[src/hw/rtl/scfbc_pkg.sv]
// ----------------------------------------------------------------------------
// scfbc_pkg: shared types and constants of the free block cache
// Field widths, register and operation codes, and the request record that
// travels from the front end through the queue to the back end.
// ----------------------------------------------------------------------------
package scfbc_pkg;

	localparam int SLOTS_PER_TABLE_DEF = 32;
	localparam int TABLE_COUNT = 9;
	localparam int CLASS_COUNT = 3;
	localparam int QUEUE_DEPTH = 2;

	localparam int SIZE_W = 40;
	localparam int ADDR_W = 48;
	localparam int TOTAL_W = 45;
	localparam int SLOT_CNT_W = 5;
	localparam int TBL_W = 4;
	localparam int KIND_W = 2;
	localparam int CFG_IDX_W = 3;
	localparam int CFG_DATA_W = 40;

	localparam logic [KIND_W-1:0] KIND_HOST = 2'd0;
	localparam logic [KIND_W-1:0] KIND_SHARED = 2'd2;

	localparam logic [SIZE_W-1:0] SMALL_LIMIT_RST = 40'd4096;
	localparam logic [SIZE_W-1:0] HUGE_LIMIT_RST = 40'd2097152;
	localparam logic [SLOT_CNT_W-1:0] SLOTS_HOST_LARGE_RST = 5'd2;
	localparam logic [SLOT_CNT_W-1:0] SLOTS_DEV_LARGE_RST = 5'd8;
	localparam logic [SLOT_CNT_W-1:0] SLOTS_HOST_SMALL_RST = 5'd8;
	localparam logic [SLOT_CNT_W-1:0] SLOTS_DEV_SMALL_RST = 5'd16;
	localparam logic [SLOT_CNT_W-1:0] SLOTS_HUGE_RST = 5'd0;

	typedef enum logic {
		OP_LOOKUP = 1'b0,
		OP_INSERT = 1'b1
	} op_t;

	typedef enum logic [1:0] {
		CLS_LARGE = 2'd0,
		CLS_HUGE = 2'd1,
		CLS_SMALL = 2'd2
	} cls_t;

	typedef enum logic [CFG_IDX_W-1:0] {
		REG_SMALL_LIMIT = 3'd0,
		REG_HUGE_LIMIT = 3'd1,
		REG_SLOTS_HOST_LARGE = 3'd2,
		REG_SLOTS_DEV_LARGE = 3'd3,
		REG_SLOTS_HOST_SMALL = 3'd4,
		REG_SLOTS_DEV_SMALL = 3'd5,
		REG_SLOTS_HUGE = 3'd6
	} cfg_reg_t;

	typedef enum logic [2:0] {
		BK_IDLE,
		BK_DISPATCH,
		BK_LK_SCAN,
		BK_LK_CMP,
		BK_EV_SUB,
		BK_EV_ADD
	} bk_state_t;

	typedef struct packed {
		op_t op;
		logic kind_ok;
		logic [TBL_W-1:0] tbl;
		logic [SLOT_CNT_W-1:0] nslots;
		logic [SIZE_W-1:0] size;
		logic [ADDR_W-1:0] addr;
	} item_t;

endpackage

[src/hw/rtl/scfbc_queue.sv]
// ----------------------------------------------------------------------------
// scfbc_queue: short request queue between front end and back end
// A small circular buffer; the head is read directly.
// ----------------------------------------------------------------------------
module scfbc_queue (
	input logic clk,
	input logic arst_n,
	input logic push,
	input scfbc_pkg::item_t push_item,
	output logic full,
	input logic pop,
	output logic empty,
	output scfbc_pkg::item_t head
);

	localparam int PTR_W = (scfbc_pkg::QUEUE_DEPTH > 1) ? $clog2(scfbc_pkg::QUEUE_DEPTH) : 1;
	localparam int CNT_W = $clog2(scfbc_pkg::QUEUE_DEPTH + 1);

	scfbc_pkg::item_t buf_q [scfbc_pkg::QUEUE_DEPTH];
	logic [PTR_W-1:0] wr_ptr_q;
	logic [PTR_W-1:0] rd_ptr_q;
	logic [CNT_W-1:0] count_q;

	assign full = (count_q == CNT_W'(scfbc_pkg::QUEUE_DEPTH));
	assign empty = (count_q == '0);
	assign head = buf_q[rd_ptr_q];

	function automatic logic [PTR_W-1:0] ptr_inc(input logic [PTR_W-1:0] p);
		ptr_inc = (p == PTR_W'(scfbc_pkg::QUEUE_DEPTH - 1)) ? '0 : p + PTR_W'(1);
	endfunction

	always_ff @(posedge clk or negedge arst_n) begin
		if (!arst_n) begin
			wr_ptr_q <= '0;
			rd_ptr_q <= '0;
			count_q <= '0;
		end else begin
			if (push) begin
				wr_ptr_q <= ptr_inc(wr_ptr_q);
			end
			if (pop) begin
				rd_ptr_q <= ptr_inc(rd_ptr_q);
			end
			if (push && !pop) begin
				count_q <= count_q + CNT_W'(1);
			end else if (pop && !push) begin
				count_q <= count_q - CNT_W'(1);
			end
		end
	end

	always_ff @(posedge clk) begin
		if (push) begin
			buf_q[wr_ptr_q] <= push_item;
		end
	end

endmodule

[config.mk]
export PLATFORM = sky130hd
export DESIGN_NAME = scfbc_queue
export DESIGN_NICKNAME = d
export VERILOG_FILES = /design/src/hw/rtl/scfbc_pkg.sv /design/src/hw/rtl/scfbc_queue.sv
export SDC_FILE = /design/constraint.sdc
export NUM_CORES = 1
export LEC_CHECK = 0
export ABC_AREA = 1
export BUFFER_PORTS_ARGS = -buffer_cell sky130_fd_sc_hd__buf_2
export CAP_MARGIN = 25
export CORE_MARGIN = 3
export CORE_UTILIZATION = 45
export CTS_BUF_LIST = sky130_fd_sc_hd__clkbuf_8 sky130_fd_sc_hd__clkbuf_16
export DETAILED_ROUTE_END_ITERATION = 16
export PLACE_DENSITY = 0.68
export SKIP_CTS_REPAIR_TIMING = 1
export SYNTH_ARGS = -nofsm -noshare
export SYNTH_HDL_FRONTEND = slang
export SYNTH_SLANG_ARGS = --single-unit
[constraint.sdc]
create_clock -name clk -period 13.4 [get_ports clk]
set_clock_uncertainty 0.15 [all_clocks]
set_input_delay 0 -clock clk [delete_from_list [all_inputs] [get_ports clk]]
set_output_delay 0 -clock clk [all_outputs]
set_load 0.05 [all_outputs]
# Yosys cells after proc, flatten, opt, wreduce, memory -nomap -nowiden
# Memory sizes are Yosys's and may differ from the RTL's.
# Index checks and enable logic that the tools add are counted.
# op_classes
add_sub_neg	4
n_eq_ne	1
n_mux	6
reduce_logical	6
# op_table
cell	count
1-bit 2-to-1 mux	4
2-bit 2-to-1 mux	2
1-bit adder, second input constant	2
2-bit by 1-bit adder with 2-bit output, second input constant	1
2-bit == test, second input constant	1
1-bit logical AND	2
1-bit logical NOT	2
2-bit logical NOT	1
2-bit nonzero test	1
2-bit by 1-bit subtractor with 2-bit output, second input constant	1
# word_totals
regBits	4
mem_bits_rw	198
input_bits	103
output_inout_bits	101
elab_cells	21
n_memories	1
# memory_table
name	depth	word_bits	rd	rd_clocked_by_memory_dff	write_ports	line_no	text
buf_q	2	99	1	0	1	scfbc_queue.sv:19	scfbc_pkg::item_t buf_q [scfbc_pkg::QUEUE_DEPTH];

# Logic depth before layout (Yosys ltp)
# logic_depth
depth_word	4
depth_mapped	7
depth_no_buf	7

# Least setup slack after synthesis
# No wires, ideal clock.
# synth_path
path_kind	flip-flop to flip-flop
startpoint	register wr_ptr_q
endpoint	memory buf_q[0][0] (netlist name), enable pin
arrival_time_ns	4.533
required_time_ns	12.690
path_slack_ns	8.157
path_stages_with_launch	2
n_path_buf	0
synth_period_minus_slack_ns	5.243
cell_sequence	dfrtp_1 -> nor2_1
# synth_rtl
element	line_no	text
start, declared	scfbc_queue.sv:20	logic [PTR_W-1:0] wr_ptr_q;
start signal, assigned	scfbc_queue.sv:39	wr_ptr_q <= ptr_inc(wr_ptr_q);
end, declared	scfbc_queue.sv:19	
# Straight into the memory's write port.

==> results.cfg <==
[critical_path]
slowest_delay_ns = 1.01
cp-start-kind = register
critPathSlowestCell = dfrtp_4
critical_path_class = register to output port
critPathRequiredTime_ns = 13.25
cp_num_buf_inv = 2
crit_family = buffers and inverters
reg2reg_depth = 2
r2r_slack_ns = 10.95
end_kind = output port
r2r_end = rd_ptr_q$_DFFE_PN0P_
r2r-start = rd_ptr_q$_DFFE_PN0P_
path_cells = buf_4, mux2_4, buf_2
cp_max_fo = 53
critPathArrivalTime_ns = 3.07

[grt]
grt_usage_pct = 14.2
grt_pass1_wl_mm = 21.9
antenna_found_initial = 0
grt_max_degree = 78
grt_pass1_vias = 4067
grt_overflow = 0

[timing]
relSlewSlack_pct = 29.6
min_period_ns = 3.22
hold_viol_final = 0
finalSetupTns_ns = 0
clock.fmax_ghz = 0.310
period_share_pct = 24.1
final-setup-viol-count = 0
finalMaxSlewViolations = 0
rsz0062_at_grt = false
layout_setup_ws_ns = 10.18
tightest_slew_ns = 1.06

[route]
dr_total_vias = 4225
wl_met3_mm = 1.12
top_layer_used = met4
wl_met1_mm = 6.18
wl_mm = 15.4
dr.pass1.iters = 4
wl_met2_mm = 7.94
drc = 0
wire_per_inst_um = 17.3
vias_per_cell = 4.75
ant_nets = 0
drtIter0Drc = 217

[floorplanning]
io_pins = 204
coreArea_um2 = 16800
std_cell_rows = 47
die-height_um = 138
start_util_pct = 46.7
die_area_um2 = 19100
die_x_um = 138

[pwr]
peakVddDrop_mv = 0.163
p_leak_nw = 4.36
p_clk_share_pct = 21.3
switchingPower_w = 0.000977
p_int_w = 0.00150
power_density_nw_per_um2 = 232
swShare_pct = 39.5
seq_power_share_pct = 36.8
comb_power_share_pct = 41.9

[cells_and_area]
num-fill-cells = 1190
area_growth_pct = 36.1
antenna_cells = 0
nNetsFinal = 760
layout-drive-gt1-share_pct = 50.7

[clock_tree]
cts_buffers = 21
htreeDepth = 1
clk_path_buf_depth = 3
cts_tree = yes
path_clk_slew_ns = 0.07
root_buffer = clkbuf_16
clock_latency_ns = 0.47
clkSinkCount = 202

[min_path]
whs_path_depth = 2
min_path_type = primary input to register
hp-start = push_item[70]
min_to = buf_q[0][70]$_DFFE_PP_

[yosys]
synthesis.area_um2 = 7850
synthCells = 333
yosysWarnings = 0
synthesis.nets = 437
avgSynthCellArea_um2 = 23.6
yosysSeqAreaShare_pct = 77.0
synth_seq_cells = 202
synth_cell_type_count = 13

[placement]
place.gp.congestion = 0.737
io_buffer_count = 203
pre_cts_slack_ns = 10.66
dp_hpwl_mm = 9.10

[run]
maxCapViolCount = 0

[run_status]
status = finished, final reports clean
==> cells in the final DEF (no fill, tap or decap) <==
master,instances
xnor2_1,1
clkinv_1,7
dlygate4sd3_1,103
buf_16,2
dfrtp_1,3
nor2_4,1
clkinvlp_4,4
bufinv_16,1
clkbuf_16,21
nand2_1,5
dfrtp_4,1
mux2_4,99
buf_4,3
nor2_1,2
clkinv_2,4
nand3_1,1
inv_4,1
inv_1,6
edfxtp_1,198
ha_1,1
buf_2,203
nand4_1,1
xor2_1,2
==> how the worst max path moves through the flow <==
stage | start | end | cells past startpoint
after global routing | rd_ptr_q$_DFFE_PN0P_ | head[48] | 3
after floorplan | wr_ptr_q$_DFFE_PN0P_ | buf_q[0][0]$_DFFE_PP_ | 1
after CTS | rd_ptr_q$_DFFE_PN0P_ | head[72] | 3
after detailed placement | rd_ptr_q$_DFFE_PN0P_ | head[72] | 3
after global placement | rd_ptr_q$_DFFE_PN0P_ | head[72] | 3
final | rd_ptr_q$_DFFE_PN0P_ | head[48] | 3
==> layout make-up <==
type / count / area (um2) / share of cell area, %
flip-flops and latches: 202 / 6050 / 56.6
repair buffers: 311 / 2120 / 19.9
multi-input cells: 113 / 1570 / 14.7
clock buffers: 21 / 526 / 4.92
well taps: 220 / 275 / 2.58
clock inverters: 16 / 106 / 0.995
inverters: 7 / 28.8 / 0.269
==> synthesized netlist by cell type, drive strengths merged <==
cell type  number  area [um2]
edfxtp        198        5950
mux2           99        1490
buf            11         211
inv             7        26.3
nand2           5        18.8
dfrtp           4         100
nor2            3        11.3
xor2            2        17.5
ha              1        12.5
nand3           1        5.00
nand4           1        6.26
xnor2           1        8.76
==> registers in the layout, indices dropped and copies added, names as in the netlist <==
signal	flops
buf_q	198
wr_ptr_q	1
rd_ptr_q	1
count_q	2
==> routing by layer <==
metal	global-route usage, %	vias up
met3	4.63	25
met2	23.4	166
met1	18.2	2075
met5	0	-
met4	3.64	0
li1	-	1959
==> power groups by stage <==
stage | Clock (W) | Combinational (W) | Sequential [W]
2_1_floorplan | 0 | 0.000915 | 0.000889
3_3_place_gp | 0 | 0.00100 | 0.000921
3_5_place_dp | 0 | 0.00101 | 0.000929
4_1_cts | 0.000541 | 0.00101 | 0.000916
5_1_grt | 0.000566 | 0.00108 | 0.000926
6_report | 0.000527 | 0.00104 | 0.000911
==> metrics by stage <==
stage	std cells	hold slack, ns	util, %	power (W)	area (um2)
after CTS	785	-0.840	57.1	0.00247	9600
final	890	0.0929	63.5	0.00248	10700
after floorplan	333	-0.446	-	0.00180	7850
after detailed placement	748	-0.335	53.3	0.00194	8970
after global routing	890	0.0793	63.5	0.00257	10700
after global placement	748	-0.332	53.3	0.00193	8970
==> cell families after synthesis <==
kind of cell | synth area share [%]
mux | 18.9
fa+ha+maj | 0.159
simple gates | 0.526
xor+xnor | 0.335
buf+inv | 3.03
flops | 77.0
(Power assumes the default switching activity.)
