==> src/hw/rtl/scfbc_pkg.sv <==
// ----------------------------------------------------------------------------
// scfbc_pkg: shared types and constants of the free block cache
// Field widths, register and operation codes, and the request record that
// travels from the front end through the queue to the back end.
// ----------------------------------------------------------------------------
package scfbc_pkg;

	localparam int SLOTS_PER_TABLE_DEF = 32;
	localparam int TABLE_COUNT = 9;
	localparam int CLASS_COUNT = 3;
	localparam int QUEUE_DEPTH = 2;

	localparam int SIZE_W = 40;
	localparam int ADDR_W = 48;
	localparam int TOTAL_W = 45;
	localparam int SLOT_CNT_W = 5;
	localparam int TBL_W = 4;
	localparam int KIND_W = 2;
	localparam int CFG_IDX_W = 3;
	localparam int CFG_DATA_W = 40;

	localparam logic [KIND_W-1:0] KIND_HOST = 2'd0;
	localparam logic [KIND_W-1:0] KIND_SHARED = 2'd2;

	localparam logic [SIZE_W-1:0] SMALL_LIMIT_RST = 40'd4096;
	localparam logic [SIZE_W-1:0] HUGE_LIMIT_RST = 40'd2097152;
	localparam logic [SLOT_CNT_W-1:0] SLOTS_HOST_LARGE_RST = 5'd2;
	localparam logic [SLOT_CNT_W-1:0] SLOTS_DEV_LARGE_RST = 5'd8;
	localparam logic [SLOT_CNT_W-1:0] SLOTS_HOST_SMALL_RST = 5'd8;
	localparam logic [SLOT_CNT_W-1:0] SLOTS_DEV_SMALL_RST = 5'd16;
	localparam logic [SLOT_CNT_W-1:0] SLOTS_HUGE_RST = 5'd0;

	typedef enum logic {
		OP_LOOKUP = 1'b0,
		OP_INSERT = 1'b1
	} op_t;

	typedef enum logic [1:0] {
		CLS_LARGE = 2'd0,
		CLS_HUGE = 2'd1,
		CLS_SMALL = 2'd2
	} cls_t;

	typedef enum logic [CFG_IDX_W-1:0] {
		REG_SMALL_LIMIT = 3'd0,
		REG_HUGE_LIMIT = 3'd1,
		REG_SLOTS_HOST_LARGE = 3'd2,
		REG_SLOTS_DEV_LARGE = 3'd3,
		REG_SLOTS_HOST_SMALL = 3'd4,
		REG_SLOTS_DEV_SMALL = 3'd5,
		REG_SLOTS_HUGE = 3'd6
	} cfg_reg_t;

	typedef enum logic [2:0] {
		BK_IDLE,
		BK_DISPATCH,
		BK_LK_SCAN,
		BK_LK_CMP,
		BK_EV_SUB,
		BK_EV_ADD
	} bk_state_t;

	typedef struct packed {
		op_t op;
		logic kind_ok;
		logic [TBL_W-1:0] tbl;
		logic [SLOT_CNT_W-1:0] nslots;
		logic [SIZE_W-1:0] size;
		logic [ADDR_W-1:0] addr;
	} item_t;

endpackage

==> src/hw/rtl/scfbc_front.sv <==
// ----------------------------------------------------------------------------
// scfbc_front: configuration registers and request classification
// Picks the table from memory kind and size class and the slots in use,
// and pushes the classified request into the queue.
// ----------------------------------------------------------------------------
module scfbc_front #(
	parameter int SLOTS_PER_TABLE = scfbc_pkg::SLOTS_PER_TABLE_DEF
) (
	input logic clk,
	input logic arst_n,
	input logic start,
	output logic busy,
	input logic opcode,
	input logic [scfbc_pkg::KIND_W-1:0] mem_kind,
	input logic [scfbc_pkg::SIZE_W-1:0] size_bytes,
	input logic [scfbc_pkg::ADDR_W-1:0] block_address,
	input logic cfg_valid,
	output logic cfg_ready,
	input logic [scfbc_pkg::CFG_IDX_W-1:0] cfg_index,
	input logic [scfbc_pkg::CFG_DATA_W-1:0] cfg_data,
	input logic q_full,
	output logic push,
	output scfbc_pkg::item_t push_item
);

	logic [scfbc_pkg::SIZE_W-1:0] small_limit_q;
	logic [scfbc_pkg::SIZE_W-1:0] huge_limit_q;
	logic [scfbc_pkg::SLOT_CNT_W-1:0] slots_host_large_q;
	logic [scfbc_pkg::SLOT_CNT_W-1:0] slots_dev_large_q;
	logic [scfbc_pkg::SLOT_CNT_W-1:0] slots_host_small_q;
	logic [scfbc_pkg::SLOT_CNT_W-1:0] slots_dev_small_q;
	logic [scfbc_pkg::SLOT_CNT_W-1:0] slots_huge_q;

	scfbc_pkg::cls_t cls;
	logic [scfbc_pkg::SLOT_CNT_W-1:0] slots_raw;
	logic [scfbc_pkg::SLOT_CNT_W-1:0] slots_used;

	assign cfg_ready = 1'b1;
	assign busy = q_full;
	assign push = start && !q_full;

	always_ff @(posedge clk or negedge arst_n) begin
		if (!arst_n) begin
			small_limit_q <= scfbc_pkg::SMALL_LIMIT_RST;
			huge_limit_q <= scfbc_pkg::HUGE_LIMIT_RST;
			slots_host_large_q <= scfbc_pkg::SLOTS_HOST_LARGE_RST;
			slots_dev_large_q <= scfbc_pkg::SLOTS_DEV_LARGE_RST;
			slots_host_small_q <= scfbc_pkg::SLOTS_HOST_SMALL_RST;
			slots_dev_small_q <= scfbc_pkg::SLOTS_DEV_SMALL_RST;
			slots_huge_q <= scfbc_pkg::SLOTS_HUGE_RST;
		end else if (cfg_valid && cfg_ready) begin
			case (scfbc_pkg::cfg_reg_t'(cfg_index))
				scfbc_pkg::REG_SMALL_LIMIT: small_limit_q <= cfg_data[scfbc_pkg::SIZE_W-1:0];
				scfbc_pkg::REG_HUGE_LIMIT: huge_limit_q <= cfg_data[scfbc_pkg::SIZE_W-1:0];
				scfbc_pkg::REG_SLOTS_HOST_LARGE: begin
					slots_host_large_q <= cfg_data[scfbc_pkg::SLOT_CNT_W-1:0];
				end
				scfbc_pkg::REG_SLOTS_DEV_LARGE: begin
					slots_dev_large_q <= cfg_data[scfbc_pkg::SLOT_CNT_W-1:0];
				end
				scfbc_pkg::REG_SLOTS_HOST_SMALL: begin
					slots_host_small_q <= cfg_data[scfbc_pkg::SLOT_CNT_W-1:0];
				end
				scfbc_pkg::REG_SLOTS_DEV_SMALL: begin
					slots_dev_small_q <= cfg_data[scfbc_pkg::SLOT_CNT_W-1:0];
				end
				scfbc_pkg::REG_SLOTS_HUGE: slots_huge_q <= cfg_data[scfbc_pkg::SLOT_CNT_W-1:0];
				default: ;
			endcase
		end
	end

	always_comb begin
		if (size_bytes < small_limit_q) begin
			cls = scfbc_pkg::CLS_SMALL;
		end else if (size_bytes >= huge_limit_q) begin
			cls = scfbc_pkg::CLS_HUGE;
		end else begin
			cls = scfbc_pkg::CLS_LARGE;
		end
	end

	// Host large and small tables have own counts; the rest share one per class.
	always_comb begin
		case (cls)
			scfbc_pkg::CLS_HUGE: slots_raw = slots_huge_q;
			scfbc_pkg::CLS_LARGE: begin
				slots_raw = (mem_kind == scfbc_pkg::KIND_HOST) ? slots_host_large_q
					: slots_dev_large_q;
			end
			scfbc_pkg::CLS_SMALL: begin
				slots_raw = (mem_kind == scfbc_pkg::KIND_HOST) ? slots_host_small_q
					: slots_dev_small_q;
			end
			default: slots_raw = '0;
		endcase
		if (int'(slots_raw) > SLOTS_PER_TABLE) begin
			slots_used = scfbc_pkg::SLOT_CNT_W'(SLOTS_PER_TABLE);
		end else begin
			slots_used = slots_raw;
		end
	end

	always_comb begin
		push_item.op = scfbc_pkg::op_t'(opcode);
		push_item.kind_ok = (mem_kind <= scfbc_pkg::KIND_SHARED);
		push_item.tbl = scfbc_pkg::TBL_W'(mem_kind) * scfbc_pkg::TBL_W'(scfbc_pkg::CLASS_COUNT)
			+ scfbc_pkg::TBL_W'(cls);
		push_item.nslots = slots_used;
		push_item.size = size_bytes;
		push_item.addr = block_address;
	end

endmodule

==> config.mk <==
export PLATFORM = sky130hd
export DESIGN_NAME = scfbc_front
export DESIGN_NICKNAME = d
export VERILOG_FILES = /design/src/hw/rtl/scfbc_pkg.sv /design/src/hw/rtl/scfbc_front.sv
export SDC_FILE = /design/constraint.sdc
export NUM_CORES = 1
export LEC_CHECK = 0
export BUFFER_PORTS_ARGS = -buffer_cell sky130_fd_sc_hd__buf_2
export CAP_MARGIN = 20
export CORE_AREA = 2 2 109 122
export DETAILED_ROUTE_END_ITERATION = 8
export DIE_AREA = 0 0 111 124
export PLACE_DENSITY = 0.86
export SKIP_CTS_REPAIR_TIMING = 1
export SYNTH_ARGS = -nofsm -noshare
export SYNTH_HDL_FRONTEND = slang
export SYNTH_SLANG_ARGS = --single-unit
==> constraint.sdc <==
create_clock -name clk -period 9.05 [get_ports clk]
set_input_delay 1.81 -clock clk [delete_from_list [all_inputs] [get_ports clk]]
set_output_delay 1.81 -clock clk [all_outputs]
set_load 0.01 [all_outputs]
# Word level (Yosys, flattened, before mapping)
# Cells that the tools add are included.
# classes
n_lt_le_gt_ge	3
multipliers	1
n_eq_ne	8
addsub	1
mux	5
reduce_logical	12
# op_table
operator	count
40-bit >= comparator	1
40-bit < comparator	1
5-bit one-hot mux with 3 select lines	1
2-bit AND reduction	7
5-bit two-way mux	2
3-bit == test, second input constant	3
3-bit by 2-bit == test with 1-bit output, second input constant	2
4-bit by 2-bit adder with 4-bit output	1
2-bit logical NOT	2
2-bit by 2-bit multiplier with 4-bit output, second input constant	1
3-bit by 1-bit == test with 1-bit output, second input constant	1
3-bit logical NOT	1
2-bit by 1-bit == test with 1-bit output, second input constant	1
2-bit == test, second input constant	1
2-bit <= comparator, second input constant	1
2-bit two-way mux	1
1-bit logical AND	1
1-bit logical NOT	1
1-bit two-way mux	1
# word_totals
output_inout_bits	102
reg_bits	105
wordCells	37
input_bits	139

# Depth between registers and ports, before layout
# logic_depth
word_depth	5
ltp_mapped	15
depth_no_buf	15

# Worst setup path after synthesis
# OpenSTA, ideal clock, no wires.
# synth_timing
path_type	input -> output
startpoint	input port size_bytes[9] (netlist bit)
endpoint	output port push_item[95] (netlist bit)
required_time_ps	7240
n_path_buf	0
cell_stages	14
setup_slack_ps	2640
arrival_ps	4600
path_cell_list	ha_1 -> a211oi_1 -> o21bai_1 -> a21oi_1 -> o21ai_1 -> a2111o_1 -> a21oi_4 -> inv_1 -> fa_1 -> inv_1 -> ha_1 -> inv_1 -> fa_1 -> inv_1
# synth_rtl
item	line_no	text
start: declaration	scfbc_front.sv:15	input logic [scfbc_pkg::SIZE_W-1:0] size_bytes,
end: declaration	scfbc_front.sv:23	output scfbc_pkg::item_t push_item

==> metrics.cfg <==
[run_status]
status=completed

[floorplan]
die_w_microns=111
dieArea_sq_mm=0.0138
ios=241
core_area_sq_mm=0.0124
die_h_microns=124
num_rows=43
initial_core_util_pct=54.7

[finish]
synthToLayoutAreaGrowth_pct=7.22
fin_cells=924
nets=985
drive_gt1_share_pct=27.3
final_util_pct=58.6
nFillCells=1059

[worst_setup_path]
startpoint_type=input pin
critPathCaptureType=output port
worstPathArrival_ps=5140
rr_worst_depth=2
worstSetupPathType=input pin to output port
crit_fanout=7
required_ps=7240

[power_and_ir_drop]
pwr-share-comb_pct=30.3
p_int_uw=989
p_leak_uw=0.00367
switchingPower_uw=467
power_density_mw_per_mm2=200
power_frac_clock_pct=28.2
pwr-share-seq_pct=41.5
switching_share_pct=32.0
vdd_drop_max_mv=0.167

[timing]
max_freq_mhz=144
fin_skew_ps=0
rsz0062_at_grt=false
hold_ws_ps=508
setup_ws_ps=2100
fin_crit_sh_pct=76.8
setup_viol=0
worst_pin_slew_ps=971
max_slew_margin_pct=35.3
min_period_ps=6950
setup_tns_ps=0
maxSlewViolCount=0
hold_viol=0

[synthesis]
ys.warnings.count=0
async_flop_share_pct=100
seq_area_frac_synth_pct=38.8
synth_ff_type=dfrtp_1
netlist_area_sq_mm=0.00680
synth_seq_cells=105
yosysTopAreaCellShare_pct=36.4
synth.distinct_cells=44
yosysMostFrequentCell=dfrtp_1
syn_nets=939
synth-edff-count=0
netlist_instances=715
synth.top_cells.by_count=99 x dfrtp_1, 91 x buf_4, 91 x nand2_1
synth.top_cells.by_area=dfrtp_1 36%, ha_1 15%, buf_4 10%, o21ai_0 6.3%, mux2_2 5.3%
yosys.area.top_type=dfrtp_1
avgSynthCellArea_sq_um=9.51

[detailed_routing]
vias=4912
wire_per_inst_microns=15.1
viasPerCell=5.32
post-route-drc-count=0
dr.pass1.iters=4
ant_nets=0
drt_wl_total_mm=14.0
drtIter0Drc=218

[global_route]
gr-total-overflow=0
grt_max_degree=78
antenna_found_initial=3
gr-usage-all-layers_pct=21.3
grt_pass1_wl_mm=23.5
grt_pass1_vias=5072

[clocking]
cts_max_level=3
cts_root_buf=clkbuf_16
clock_latency_ps=350
clk_pin_slew_worst_paths_ps=70
cts_sinks=105
cts_max_path_buffers=2
cts_buffers=9
cts_tree=built

[min_path]
hold_path.class=flop to flop
whs_path_depth=1

[placed_design]
dp_hpwl_mm=10.7
placedCellCount=907
gp_congestion=0.840
dp_slack_ps=2120
io_buffers=141

[flow_run]
max_cap_viol_count=0

## cells by family after synthesis
| logic type | after synthesis | share of synthesized area (%) |
|---|---|---|
| buffers and inverters | 197 | 16.1 |
| muxes | 47 | 7.51 |
| other | 1 | 0.0552 |
| AOI/OAI and AO/OA | 142 | 12.4 |
| DFF | 105 | 38.8 |
| and+or+nand+nor | 138 | 9.35 |
| adders and majority gates | 85 | 15.9 |
## cell type report
type	count	area [sq um]	area share, %
multi-input combinational	413	3080	42.3
sequential	105	2640	36.2
timing repair buffer	144	731	10.0
inverter	88	330	4.53
clock buffer	10	239	3.28
tap	157	196	2.70
clock inverter	6	72.6	0.996
antenna	1	2.50	0.0343
## registers in the layout (all words and copies together), names as in the netlist
register / cells
slots_host_large_q: 5
slots_huge_q: 5
slots_host_small_q: 5
huge_limit_q: 40
small_limit_q: 40
slots_dev_small_q: 5
slots_dev_large_q: 5
## metrics by stage
step                area [sq um]  power, uW
floorplan                   6800        936
finish                      7290       1460
global route                7290       1560
CTS                         7290       1470
detailed placement          6970       1050
global placement            6970       1030
## power groups by stage
stage,Combinational [uW],Clock (uW),Sequential [uW]
finish,441,411,604
CTS,445,420,605
global route,506,440,616
global placement,420,0,607
detailed placement,441,0,613
floorplan,334,0,602
## cells in the final DEF, fill, tap and decap left out, types with 2 or more instances in the layout
master | Yosys | routed
a211oi_1 | 3 | 3
a21o_1 | 12 | 12
a21oi_1 | 23 | 23
a221oi_1 | 3 | 3
a221oi_2 | 2 | 2
and3_1 | 2 | 2
buf_2 | 3 | 140
buf_4 | 91 | 4
clkbuf_16 | 0 | 9
dfrtp_1 | 99 | 99
dfstp_2 | 6 | 6
fa_1 | 2 | 2
ha_1 | 83 | 83
inv_1 | 88 | 88
inv_6 | 0 | 3
mux2_2 | 32 | 32
mux2i_1 | 15 | 15
nand2_1 | 91 | 91
nand2b_1 | 2 | 2
nand3_1 | 7 | 7
nand4_1 | 14 | 14
nand4b_1 | 3 | 3
nor2_1 | 8 | 8
nor3_1 | 3 | 2
nor3_2 | 1 | 2
nor3b_1 | 2 | 2
nor4_2 | 2 | 2
o211ai_1 | 2 | 2
o21ai_0 | 85 | 85
o21ai_1 | 3 | 3
## critical path, cell delays in order
cell,delay (ps)
buf_2,120
ha_1,300
and3_1,200
a221oi_1,300
o211ai_1,140
a221oi_1,310
o21ai_1,200
a21oi_4,320
inv_1,100
fa_1,480
inv_1,40
ha_1,190
inv_1,60
fa_1,400
inv_1,50
buf_2,120
## layer usage
| metal | vias up | global-route usage (%) | part of all wire (%) |
|---|---|---|---|
| met3 | 38 | 4.57 | 4.9 |
| met2 | 134 | 36.8 | 49 |
| li1 | 2400 | - | - |
| met4 | 4 | 10.0 | 2.7 |
| met5 | - | 0 | 0.17 |
| met1 | 2336 | 25.8 | 43 |
## path summary, 6_finish.rpt
kind | end | slack, ps | start
min in group asynchronous | slots_huge_q[1] | 1360 | arst_n
min | slots_host_large_q[2] | 510 | slots_host_large_q[2]
min reg2reg | slots_host_large_q[2] | 510 | slots_host_large_q[2]
max reg2reg | huge_limit_q[21] | 8190 | huge_limit_q[21]
max in group asynchronous | huge_limit_q[28] | 6390 | arst_n
max | push_item[95] | 2100 | size_bytes[31]
No activity file was read; power rests on OpenSTA's default activity.
